**src/hw/rtl/nlp_pkg.sv**
```systemverilog
// ----------------------------------------------------------------------------
// nlp_pkg: shared types and constants for the permutation stepper
// Element width, packed word layout, the command codes and the response
// record used by the datapath and its port checker.
// ----------------------------------------------------------------------------
package nlp_pkg;

   // packed word layout: element i in bits 3i+2..3i
   localparam int ELEM_BITS  = 3;
   localparam int PACK_ELEMS = 8;
   localparam int WORD_BITS  = ELEM_BITS * PACK_ELEMS;
   localparam int LEN_BITS   = 4;

   typedef logic [ELEM_BITS-1:0] elem_type;
   typedef logic [LEN_BITS-1:0]  len_type;
   typedef logic [WORD_BITS-1:0] word_type;

   // request commands
   typedef enum logic [1:0] {
      OP_ADVANCE = 2'd0,
      OP_RESTART = 2'd1,
      OP_LOAD    = 2'd2
   } op_type;

   // response record
   typedef struct packed {
      word_type perm_word;
      logic     end_flag;
      logic     load_error;
   } rsp_type;

endpackage

```
**src/hw/rtl/next_lexicographic_permutation.sv**
```systemverilog
// ----------------------------------------------------------------------------
// next_lexicographic_permutation: lexicographic permutation stepper
// Holds a permutation of 0..L-1 (L from csr_wr_data, clamped to 1..MAX_ELEMS
// and to 8) plus an end flag, and answers every request with the packed
// permutation after the command. A request is taken into an input register,
// and one pass of parallel compare and select logic (pivot search, successor
// swap, suffix reversal, or the load check) writes the new state and the
// result register once the response side is free: one request per cycle
// while the response side does not stall. The response register decouples
// the sides, so a new request is taken while a finished response waits. A
// length write reloads the identity and clears the end flag; the user must
// make it only while the block is idle (not enforced here). No clearing pass.
// ----------------------------------------------------------------------------
module next_lexicographic_permutation #(
   parameter int MAX_ELEMS = 8
) (
   input  logic        clock,
   input  logic        reset,
   // configuration
   input  logic        csr_wr_en,
   input  logic [3:0]  csr_wr_data,
   // request channel
   input  logic        req_valid,
   output logic        req_stall,
   input  logic [1:0]  req_opcode,
   input  logic [23:0] req_load_word,
   // response channel
   output logic        rsp_valid,
   input  logic        rsp_stall,
   output logic [23:0] rsp_perm_word,
   output logic        rsp_end_flag,
   output logic        rsp_load_error
);

   localparam int ElemBits = nlp_pkg::ELEM_BITS;
   localparam int LenBits  = nlp_pkg::LEN_BITS;
   localparam int NumElems = (MAX_ELEMS < nlp_pkg::PACK_ELEMS) ? MAX_ELEMS
                                                              : nlp_pkg::PACK_ELEMS;

   typedef logic [NumElems-1:0][ElemBits-1:0] perm_type;

   // clamp a written length into 1..NumElems
   function automatic nlp_pkg::len_type clamp_len(input logic [3:0] raw);
      nlp_pkg::len_type n;
      if (raw == 4'd0) begin
         n = LenBits'(1);
      end else if (raw > 4'(NumElems)) begin
         n = LenBits'(NumElems);
      end else begin
         n = raw;
      end
      return n;
   endfunction

   // identity of length n, unused elements zero
   function automatic perm_type identity(input nlp_pkg::len_type n);
      perm_type p;
      for (int k = 0; k < NumElems; k++) begin
         p[k] = (LenBits'(k) < n) ? ElemBits'(k) : '0;
      end
      return p;
   endfunction

   // architectural state
   nlp_pkg::len_type  len_ff, len_in;
   perm_type          perm_ff, perm_in;
   logic              done_ff, done_in;

   // input register
   logic              in_vld_ff, in_vld_in;
   logic [1:0]        in_op_ff;
   nlp_pkg::word_type in_word_ff;

   // result register
   logic              rsp_vld_ff, rsp_vld_in;
   nlp_pkg::rsp_type  rsp_ff, rsp_in;

   logic              req_take;
   logic              step;

   // advance datapath
   logic              piv_found;
   nlp_pkg::len_type  piv_idx;
   nlp_pkg::elem_type piv_val;
   nlp_pkg::len_type  swp_idx;
   nlp_pkg::elem_type swp_val;
   perm_type          adv_perm;

   // load datapath
   perm_type          ld_perm;
   logic              ld_bad;
   logic              ld_err;

   // handshake
   assign step      = in_vld_ff && (!rsp_vld_ff || !rsp_stall);
   assign req_stall = in_vld_ff && !step;
   assign req_take  = req_valid && !req_stall;
   assign in_vld_in = req_take || (in_vld_ff && !step);
   assign rsp_vld_in = step || (rsp_vld_ff && rsp_stall);

   // pivot: highest k with p[k] < p[k+1] inside the active length
   always_comb begin
      piv_found = 1'b0;
      piv_idx   = '0;
      for (int k = 0; k < NumElems - 1; k++) begin
         if ((LenBits'(k + 1) < len_ff) && (perm_ff[k] < perm_ff[k + 1])) begin
            piv_found = 1'b1;
            piv_idx   = LenBits'(k);
         end
      end
   end

   // pivot value
   always_comb begin
      piv_val = '0;
      for (int m = 0; m < NumElems; m++) begin
         if (LenBits'(m) == piv_idx) begin
            piv_val = perm_ff[m];
         end
      end
   end

   // successor: rightmost element past the pivot that is larger than it
   always_comb begin
      swp_idx = '0;
      swp_val = '0;
      for (int m = 0; m < NumElems; m++) begin
         if ((LenBits'(m) > piv_idx) && (LenBits'(m) < len_ff) &&
             (perm_ff[m] > piv_val)) begin
            swp_idx = LenBits'(m);
            swp_val = perm_ff[m];
         end
      end
   end

   // swap pivot with successor, then reverse the suffix
   always_comb begin : adv_blk
      nlp_pkg::len_type  rev_idx;
      nlp_pkg::elem_type rev_val;
      rev_idx = '0;
      rev_val = '0;
      for (int k = 0; k < NumElems; k++) begin
         if (LenBits'(k) < piv_idx) begin
            adv_perm[k] = perm_ff[k];
         end else if (LenBits'(k) == piv_idx) begin
            adv_perm[k] = swp_val;
         end else if (LenBits'(k) < len_ff) begin
            // mirrored position inside the suffix
            rev_idx = len_ff + piv_idx - LenBits'(k);
            rev_val = '0;
            for (int m = 0; m < NumElems; m++) begin
               if (LenBits'(m) == rev_idx) begin
                  rev_val = perm_ff[m];
               end
            end
            adv_perm[k] = (rev_idx == swp_idx) ? piv_val : rev_val;
         end else begin
            adv_perm[k] = perm_ff[k];
         end
      end
   end

   // load check: range and pairwise uniqueness over the active elements
   always_comb begin
      ld_bad = 1'b0;
      for (int k = 0; k < NumElems; k++) begin
         ld_perm[k] = (LenBits'(k) < len_ff) ? in_word_ff[ElemBits*k +: ElemBits] : '0;
         if ((LenBits'(k) < len_ff) &&
             (LenBits'(in_word_ff[ElemBits*k +: ElemBits]) >= len_ff)) begin
            ld_bad = 1'b1;
         end
      end
      for (int a = 0; a < NumElems - 1; a++) begin
         for (int b = a + 1; b < NumElems; b++) begin
            if ((LenBits'(b) < len_ff) &&
                (in_word_ff[ElemBits*a +: ElemBits] == in_word_ff[ElemBits*b +: ElemBits])) begin
               ld_bad = 1'b1;
            end
         end
      end
   end

   // next state
   always_comb begin
      len_in  = len_ff;
      perm_in = perm_ff;
      done_in = done_ff;
      ld_err  = 1'b0;
      if (csr_wr_en) begin
         len_in  = clamp_len(csr_wr_data);
         perm_in = identity(clamp_len(csr_wr_data));
         done_in = 1'b0;
      end else if (step) begin
         case (nlp_pkg::op_type'(in_op_ff))
            nlp_pkg::OP_ADVANCE: begin
               if (!done_ff) begin
                  if (piv_found) begin
                     perm_in = adv_perm;
                  end else begin
                     // last permutation: wrap and mark the end
                     perm_in = identity(len_ff);
                     done_in = 1'b1;
                  end
               end
            end
            nlp_pkg::OP_RESTART: begin
               perm_in = identity(len_ff);
               done_in = 1'b0;
            end
            nlp_pkg::OP_LOAD: begin
               if (ld_bad) begin
                  ld_err = 1'b1;
               end else begin
                  perm_in = ld_perm;
                  done_in = 1'b0;
               end
            end
            default: begin
            end
         endcase
      end
   end

   // response payload from the new state
   always_comb begin
      rsp_in = '0;
      for (int k = 0; k < NumElems; k++) begin
         rsp_in.perm_word[ElemBits*k +: ElemBits] = perm_in[k];
      end
      rsp_in.end_flag   = done_in;
      rsp_in.load_error = ld_err;
   end

   // control and architectural state
   always_ff @(posedge clock) begin
      if (reset) begin
         len_ff     <= clamp_len(4'd8);
         perm_ff    <= identity(clamp_len(4'd8));
         done_ff    <= 1'b0;
         in_vld_ff  <= 1'b0;
         rsp_vld_ff <= 1'b0;
      end else begin
         len_ff     <= len_in;
         perm_ff    <= perm_in;
         done_ff    <= done_in;
         in_vld_ff  <= in_vld_in;
         rsp_vld_ff <= rsp_vld_in;
      end
   end

   // payload registers
   always_ff @(posedge clock) begin
      if (req_take) begin
         in_op_ff   <= req_opcode;
         in_word_ff <= req_load_word;
      end
      if (step) begin
         rsp_ff <= rsp_in;
      end
   end

   assign rsp_valid      = rsp_vld_ff;
   assign rsp_perm_word  = rsp_ff.perm_word;
   assign rsp_end_flag   = rsp_ff.end_flag;
   assign rsp_load_error = rsp_ff.load_error;

endmodule

```
**config.mk**
```make
export PLATFORM = sky130hd
export DESIGN_NAME = next_lexicographic_permutation
export DESIGN_NICKNAME = d
export VERILOG_FILES = /design/src/hw/rtl/nlp_pkg.sv /design/src/hw/rtl/next_lexicographic_permutation.sv
export SDC_FILE = /design/constraint.sdc
export NUM_CORES = 1
export LEC_CHECK = 0
export ABC_AREA = 0
export BUFFER_PORTS_ARGS = -buffer_cell sky130_fd_sc_hd__buf_2
export CAP_MARGIN = 20
export CELL_PAD_IN_SITES_DETAIL_PLACEMENT = 2
export CELL_PAD_IN_SITES_GLOBAL_PLACEMENT = 2
export CORE_MARGIN = 1
export CORE_UTILIZATION = 38
export CTS_BUF_LIST = sky130_fd_sc_hd__clkbuf_4 sky130_fd_sc_hd__clkbuf_8 sky130_fd_sc_hd__clkbuf_16
export CTS_CLUSTER_DIAMETER = 50
export CTS_CLUSTER_SIZE = 10
export DETAILED_ROUTE_END_ITERATION = 16
export PLACE_DENSITY_LB_ADDON = 0.25
export SKIP_LAST_GASP = 1
export SLEW_MARGIN = 20
export SYNTH_ARGS = -nofsm -noshare
export SYNTH_HDL_FRONTEND = slang
export SYNTH_SLANG_ARGS = --single-unit
```
**constraint.sdc**
```tcl
create_clock -name clock -period 7.27 [get_ports clock]
set_clock_uncertainty 0.05 [all_clocks]
set_input_delay 0.727 -clock clock [delete_from_list [all_inputs] [get_ports clock]]
set_output_delay 0.727 -clock clock [all_outputs]
set_load 0.1 [all_outputs]
```
==> out/qor.yml, run 1 <==
syn-num-nets: 1351
crit_type: "register to register"
drv_cap: 0
clk_latency_ns: 0.37
viasPerCell: 6.659
cts_max_level: 3
path_cells: "buf_4, ha_1, o21ai_0, o211a_1, nor3_4, inv_4, buf_4, nor3_1, a211oi_1, a2bb2oi_1, buf_4, ha_1, o21ai_0, a211oi_2, and2_1, o21ai_0, mux2_4, nor4_2, buf_4, mux2i_1, nor2_1, o31ai_1, nor2_1"
synth_largest_area_cell: "edfxtp_1"
drt_iter0_markers: 843
grt_remaining_overflow: 0
seq_area_mm2: 0.002182
pwr_density_cell_mw_per_mm2: 254.8
ctsHoldBuffers: 0
finalMaxSlewViolations: 0
ys_top_cells_by_area: "edfxtp_1 (16%), ha_1 (9.3%), dfxtp_1 (6.4%)"
ys_ff_latch: 83
whs_ns: 0.4620
drc: 0
wl_per_cell_um: 29.87
fin_nets: 1387
synth-main-ff-cell: "edfxtp_1"
clock_tree.root_cell: "clkbuf_16"
drt-total-wl_mm: 48.23
rows: 58
drive_above_1_share: 0.1503
finalSetupTns_ns: 0
synth_cells: 1243
syn2layout_area_growth_pct: 11.48
ys_warn_count: 0
cts_setup_buffers: 0
cts_resized: 0
first_pass_iters: 5
io_pins: 63
start_util: 0.3864
multi_input_area_mm2: 0.006929
setup_viol: 0
yosysTopAreaCellShare: 0.1605
grt_antenna_before_repair: 0
die_h_um: 162.0
slew_headroom: 0.2295
hold_viol_final: 0
crit_family: "compound AO/OA/AOI/OAI gates"
gp_congestion: 0.9893
yosysMostFrequentCell: "nand2_1"
endpoint_kind: "register"
die-area_mm2: 0.02625
fin_crit_ns: 6.477
die_w_um: 162.0
cp-start-kind: "register"
outcome: "finished, final reports clean"
synth_edf_count: 52
ant_nets: 0
crit_buf_inv: 5
ctsLongestPathBuffers: 2
worst_slew_pin_slew_ns: 1.151
async_reset_ff_frac: 0
core_mm2: 0.02518
dp_slack_ns: 1.019
io_buffers: 62
grt_max_degree: 49
num_vias: 10750
period_share: 0.8910
netlist_area_mm2: 0.009729
peakVddDrop_mv: 0.1428
hp-class: "register to register"
grtUsageTotal: 0.3728
numClockSinks: 83
yosys.cell_types.count: 89
grt_pass1_wl_mm: 72.93
critPathArrivalTime_ns: 6.53
grt_pass1_vias: 11670
crit_top_cell: "buf_4"
worst_slack_ns: 0.7926
p_leak_nw: 4.208
cts_made_buffers: 9
tritoncts: "yes"
synth_commonest_cells: "nand2_1 (125), a21oi_1 (92), nor2_1 (91), o21ai_0 (84), ha_1 (72)"
slowest_stage: "dfxtp_1"
clk_pin_slew_ns: 0.07
hpwl_mm: 36.06
critical_path_required_ns: 7.33
crit_fanout: 15
yosysSeqAreaShare: 0.2243
fmax_mhz: 154.4
syn_area_per_cell_um2: 7.827
cpPeakStageDelay_ns: 0.72
rsz0062_at_grt: "false"
num-fill-cells: 2893
## registers in the layout (all words and copies together), names as in the netlist
signal / flops
rsp_load_error: 1
len_ff: 4
done_ff: 1
in_op_ff: 2
in_word_ff: 24
perm_ff: 24
rsp_perm_word: 24
in_vld_ff: 1
rsp_valid: 1
rsp_end_flag: 1
## report_power, final
| part | internal [W] | total, W | switching [W] |
|---|---|---|---|
| Sequential | 0.000528 | 0.000591 | 0.0000628 |
| Clock | 0.000273 | 0.000503 | 0.000230 |
| Combinational | 0.000571 | 0.00167 | 0.00110 |
## kinds of logic after synthesis
group	after synthesis	share of synthesized area
AOI/OAI and AO/OA	395	0.2751
xor gates and xnor gates	97	0.08809
adders and majority gates	73	0.09465
buffers and inverters	155	0.06674
DFF	83	0.2243
muxes	37	0.04720
and+or+nand+nor	403	0.2040
## metrics by stage
stage | instance area (µm²) | util | power, W | cells
CTS | 10830 | 0.4301 | 0.002726 | 1614
finish | 10850 | 0.4307 | 0.002764 | 1615
floorplan | 9729 | - | 0.001653 | 1243
global placement | 10520 | 0.4179 | 0.002159 | 1598
detailed placement | 10520 | 0.4179 | 0.002212 | 1598
global route | 10840 | 0.4306 | 0.002880 | 1614
## final timing paths
kind,from,end,slack [ns],cells after the start
max,perm_ff[17],rsp_perm_word[18],0.79,23
min,in_vld_ff,rsp_valid,0.46,2
max reg2reg,perm_ff[17],rsp_perm_word[18],0.79,23
min reg2reg,in_vld_ff,rsp_valid,0.46,2
## final cells by class
cell class / instances / area share
multi-input combinational: 1005 / 0.6388
sequential: 83 / 0.2012
antenna: 1 / 0.0002307
tap: 330 / 0.03807
clock buffer: 9 / 0.02076
timing repair buffer: 130 / 0.07567
clock inverter: 7 / 0.007729
inverter: 50 / 0.01753
## worst min-delay path: cells and delay by family, from the launching register on
family,cells,cell delay [ns]
flops,1,0.35
compound gates,1,0.05
simple gates,1,0.08
## metal layers
layer,global-route usage,vias to the layer above,routed length [µm]
li1,-,4642,-
met1,0.4468,5407,19340
met2,0.6014,512,22290
met5,0,-,0
met3,0.08197,193,3576
met4,0.2431,0,3032
## cell usage in the layout (no fill, tap or decap), types with 8 or more instances in the layout
| master | Yosys | routed |
|---|---|---|
| buf_4 | 1 | 68 |
| buf_2 | 31 | 62 |
| a31oi_1 | 22 | 22 |
| nand3_1 | 37 | 37 |
| o31ai_1 | 19 | 18 |
| clkbuf_16 | 0 | 9 |
| o21ai_0 | 84 | 83 |
| xnor2_1 | 45 | 44 |
| ha_1 | 72 | 72 |
| xor2_1 | 51 | 51 |
| a21o_1 | 16 | 16 |
| nor3_1 | 42 | 42 |
| o21ai_1 | 8 | 9 |
| nand4_1 | 8 | 8 |
| nand2b_1 | 12 | 12 |
| inv_1 | 47 | 47 |
| dfxtp_1 | 31 | 31 |
| nor2b_1 | 19 | 18 |
| nor4_1 | 12 | 12 |
| mux2i_1 | 23 | 23 |
| nand3b_1 | 9 | 9 |
| o22ai_1 | 10 | 10 |
| nor2_1 | 91 | 91 |
| a21oi_1 | 92 | 92 |
| edfxtp_1 | 52 | 52 |
| a211oi_1 | 36 | 35 |
| nand2_1 | 125 | 125 |
| and2_1 | 9 | 9 |
| o211ai_1 | 13 | 13 |
No activity file was read; power rests on OpenSTA's default activity.
==> run 2, diff against run 1 <==
--- a/config.mk
+++ b/config.mk
@@ -17,6 +17,7 @@
 export CTS_CLUSTER_SIZE = 10
 export DETAILED_ROUTE_END_ITERATION = 16
 export PLACE_DENSITY_LB_ADDON = 0.25
+export RECOVER_POWER = 25
 export SKIP_LAST_GASP = 1
 export SLEW_MARGIN = 20
 export SYNTH_ARGS = -nofsm -noshare
==> run 2 against run 1 <==
  * Via count rose by 0.16%
  * Wire length hardly changed
  * Global-route usage stayed put
==> out/qor.yml, run 2 (synthesized netlist as in run 1, its figures left out) <==
ant_nets: 0
dp_cells: 1598
wl_per_cell_um: 29.87
drt_iter0_markers: 826
die_h_um: 162.0
outcome: "finished, final reports clean"
grt_use_met3: 0.08197
io_buffers: 62
cts_made_buffers: 9
met2_usage: 0.6014
hold_viol_final: 0
clk_pin_slew_ns: 0.07
die_w_um: 162.0
final_core_util: 0.4305
cts_max_level: 3
drive_above_1_share: 0.1480
fmax_mhz: 154.5
numClockSinks: 83
period_share: 0.8906
ctsLongestPathBuffers: 2
syn2layout_area_growth_pct: 11.42
cts_resized: 0
gp_congestion: 0.9893
p_leak_nw: 4.199
setup_viol: 0
ctsHoldBuffers: 0
fin_cells: 1615
clk_latency_ns: 0.36
finalSetupTns_ns: 0
drc: 0
grt_antenna_before_repair: 0
fin_nets: 1387
core_mm2: 0.02518
grt.busiest_layer: "met2"
clock_tree.root_cell: "clkbuf_16"
rr_startpoint: "len_ff[3]"
dpl_cell_area_mm2: 0.01052
r2r_cells: 21
drv_cap: 0
drt-total-wl_mm: 48.23
critPathArrivalTime_ns: 6.63
worst_slew_pin_slew_ns: 1.389
pwr_density_cell_mw_per_mm2: 254.6
timing.rr.end: "rsp_perm_word[19]"
grt_use_met1: 0.4468
finalMaxSlewViolations: 0
viasPerCell: 6.669
final_cell_mix: "nand2_1 (125), a21oi_1 (92), nor2_1 (91), o21ai_0 (83), ha_1 (72)"
rsz0062_at_grt: "false"
slew_headroom: 0.07432
grt_pass1_wl_mm: 72.93
grt_remaining_overflow: 0
worstHoldStart: "in_vld_ff"
hpwl_mm: 36.06
grtUsageTotal: 0.3728
hold_path_end: "rsp_valid"
die-area_mm2: 0.02625
crit_type: "register to register"
io_pins: 63
endpoint_kind: "register"
grt_pass1_vias: 11670
grt_max_degree: 49
peakVddDrop_mv: 0.1417
first_pass_iters: 5
fin_crit_ns: 6.474
critical_path_required_ns: 7.42
fin_area_mm2: 0.01084
tritoncts: "yes"
start_util: 0.3864
num-fill-cells: 2897
cts_setup_buffers: 0
hold_depth: 2
cp-start-kind: "register"
final_common_cell: "nand2_1"
num_vias: 10770
crit_fanout: 15
hp-class: "register to register"
rows: 58
rrSetupSlack_ns: 0.80
run 2: worst max-delay path: stages (launching register included):
cell and delay, ns:
dfxtp_1 1.04, a31o_4 0.30, o211a_1 0.49, nor3_4 0.10, inv_4 0.07, buf_4 0.24
nor3_1 0.08, a211oi_1 0.21, a2bb2oi_1 0.24, buf_4 0.26, ha_1 0.17, o21ai_0 0.11
a211oi_2 0.56, and2_1 0.25, o21ai_0 0.13, mux2_4 0.41, nor4_2 0.37, buf_4 0.21
mux2_2 0.39, o311ai_1 0.28, nand3_1 0.17, nand2_1 0.15
run 2: how the worst max path moves through the flow:
stage / start / to / slack [ns] / depth (start not counted)
final: len_ff[3] / rsp_perm_word[19] / 0.80 / 21
after global routing: perm_ff[17] / rsp_perm_word[18] / 0.53 / 23
after CTS: perm_ff[17] / rsp_perm_word[18] / 0.99 / 23
after detailed placement: perm_ff[17] / rsp_perm_word[18] / 1.02 / 23
after global placement: perm_ff[17] / rsp_perm_word[19] / 1.17 / 23
after floorplan: perm_ff[22] / rsp_perm_word[18] / 0.98 / 23
run 2: stage by stage:
stage	worst slack (ns)	total power, W	hold slack (ns)
after floorplan	0.9812	0.001653	0.3951
final	0.7956	0.002760	0.4606
after global routing	0.5258	0.002880	0.4771
after detailed placement	1.019	0.002212	0.4393
after global placement	1.168	0.002159	0.4210
after CTS	0.9887	0.002726	0.4681
run 2: routing by layer:
layer,up-vias,share of wire
li1,4644,-
met1,5383,0.40
met2,550,0.46
met3,194,0.076
met4,0,0.064
met5,-,0
run 2: cell type report:
class,instances,area (µm²),share of cell area
sequential,83,2182,0.2013
tap,330,412.9,0.03809
inverter,50,190.2,0.01754
timing repair buffer,130,814.5,0.07514
clock inverter,7,83.83,0.007733
multi-input combinational,1005,6929,0.6392
clock buffer,9,225.2,0.02078
antenna,1,2.502,0.0002308
run 2: where the power goes:
| part | internal [W] | switching, W | total [W] | leakage [nW] |
|---|---|---|---|---|
| combinational | 0.000571 | 0.00110 | 0.00167 | 3.31 |
| sequential | 0.000528 | 0.0000630 | 0.000591 | 0.742 |
| clock | 0.000273 | 0.000228 | 0.000501 | 0.149 |
| total | 0.00137 | 0.00139 | 0.00276 | 4.20 |
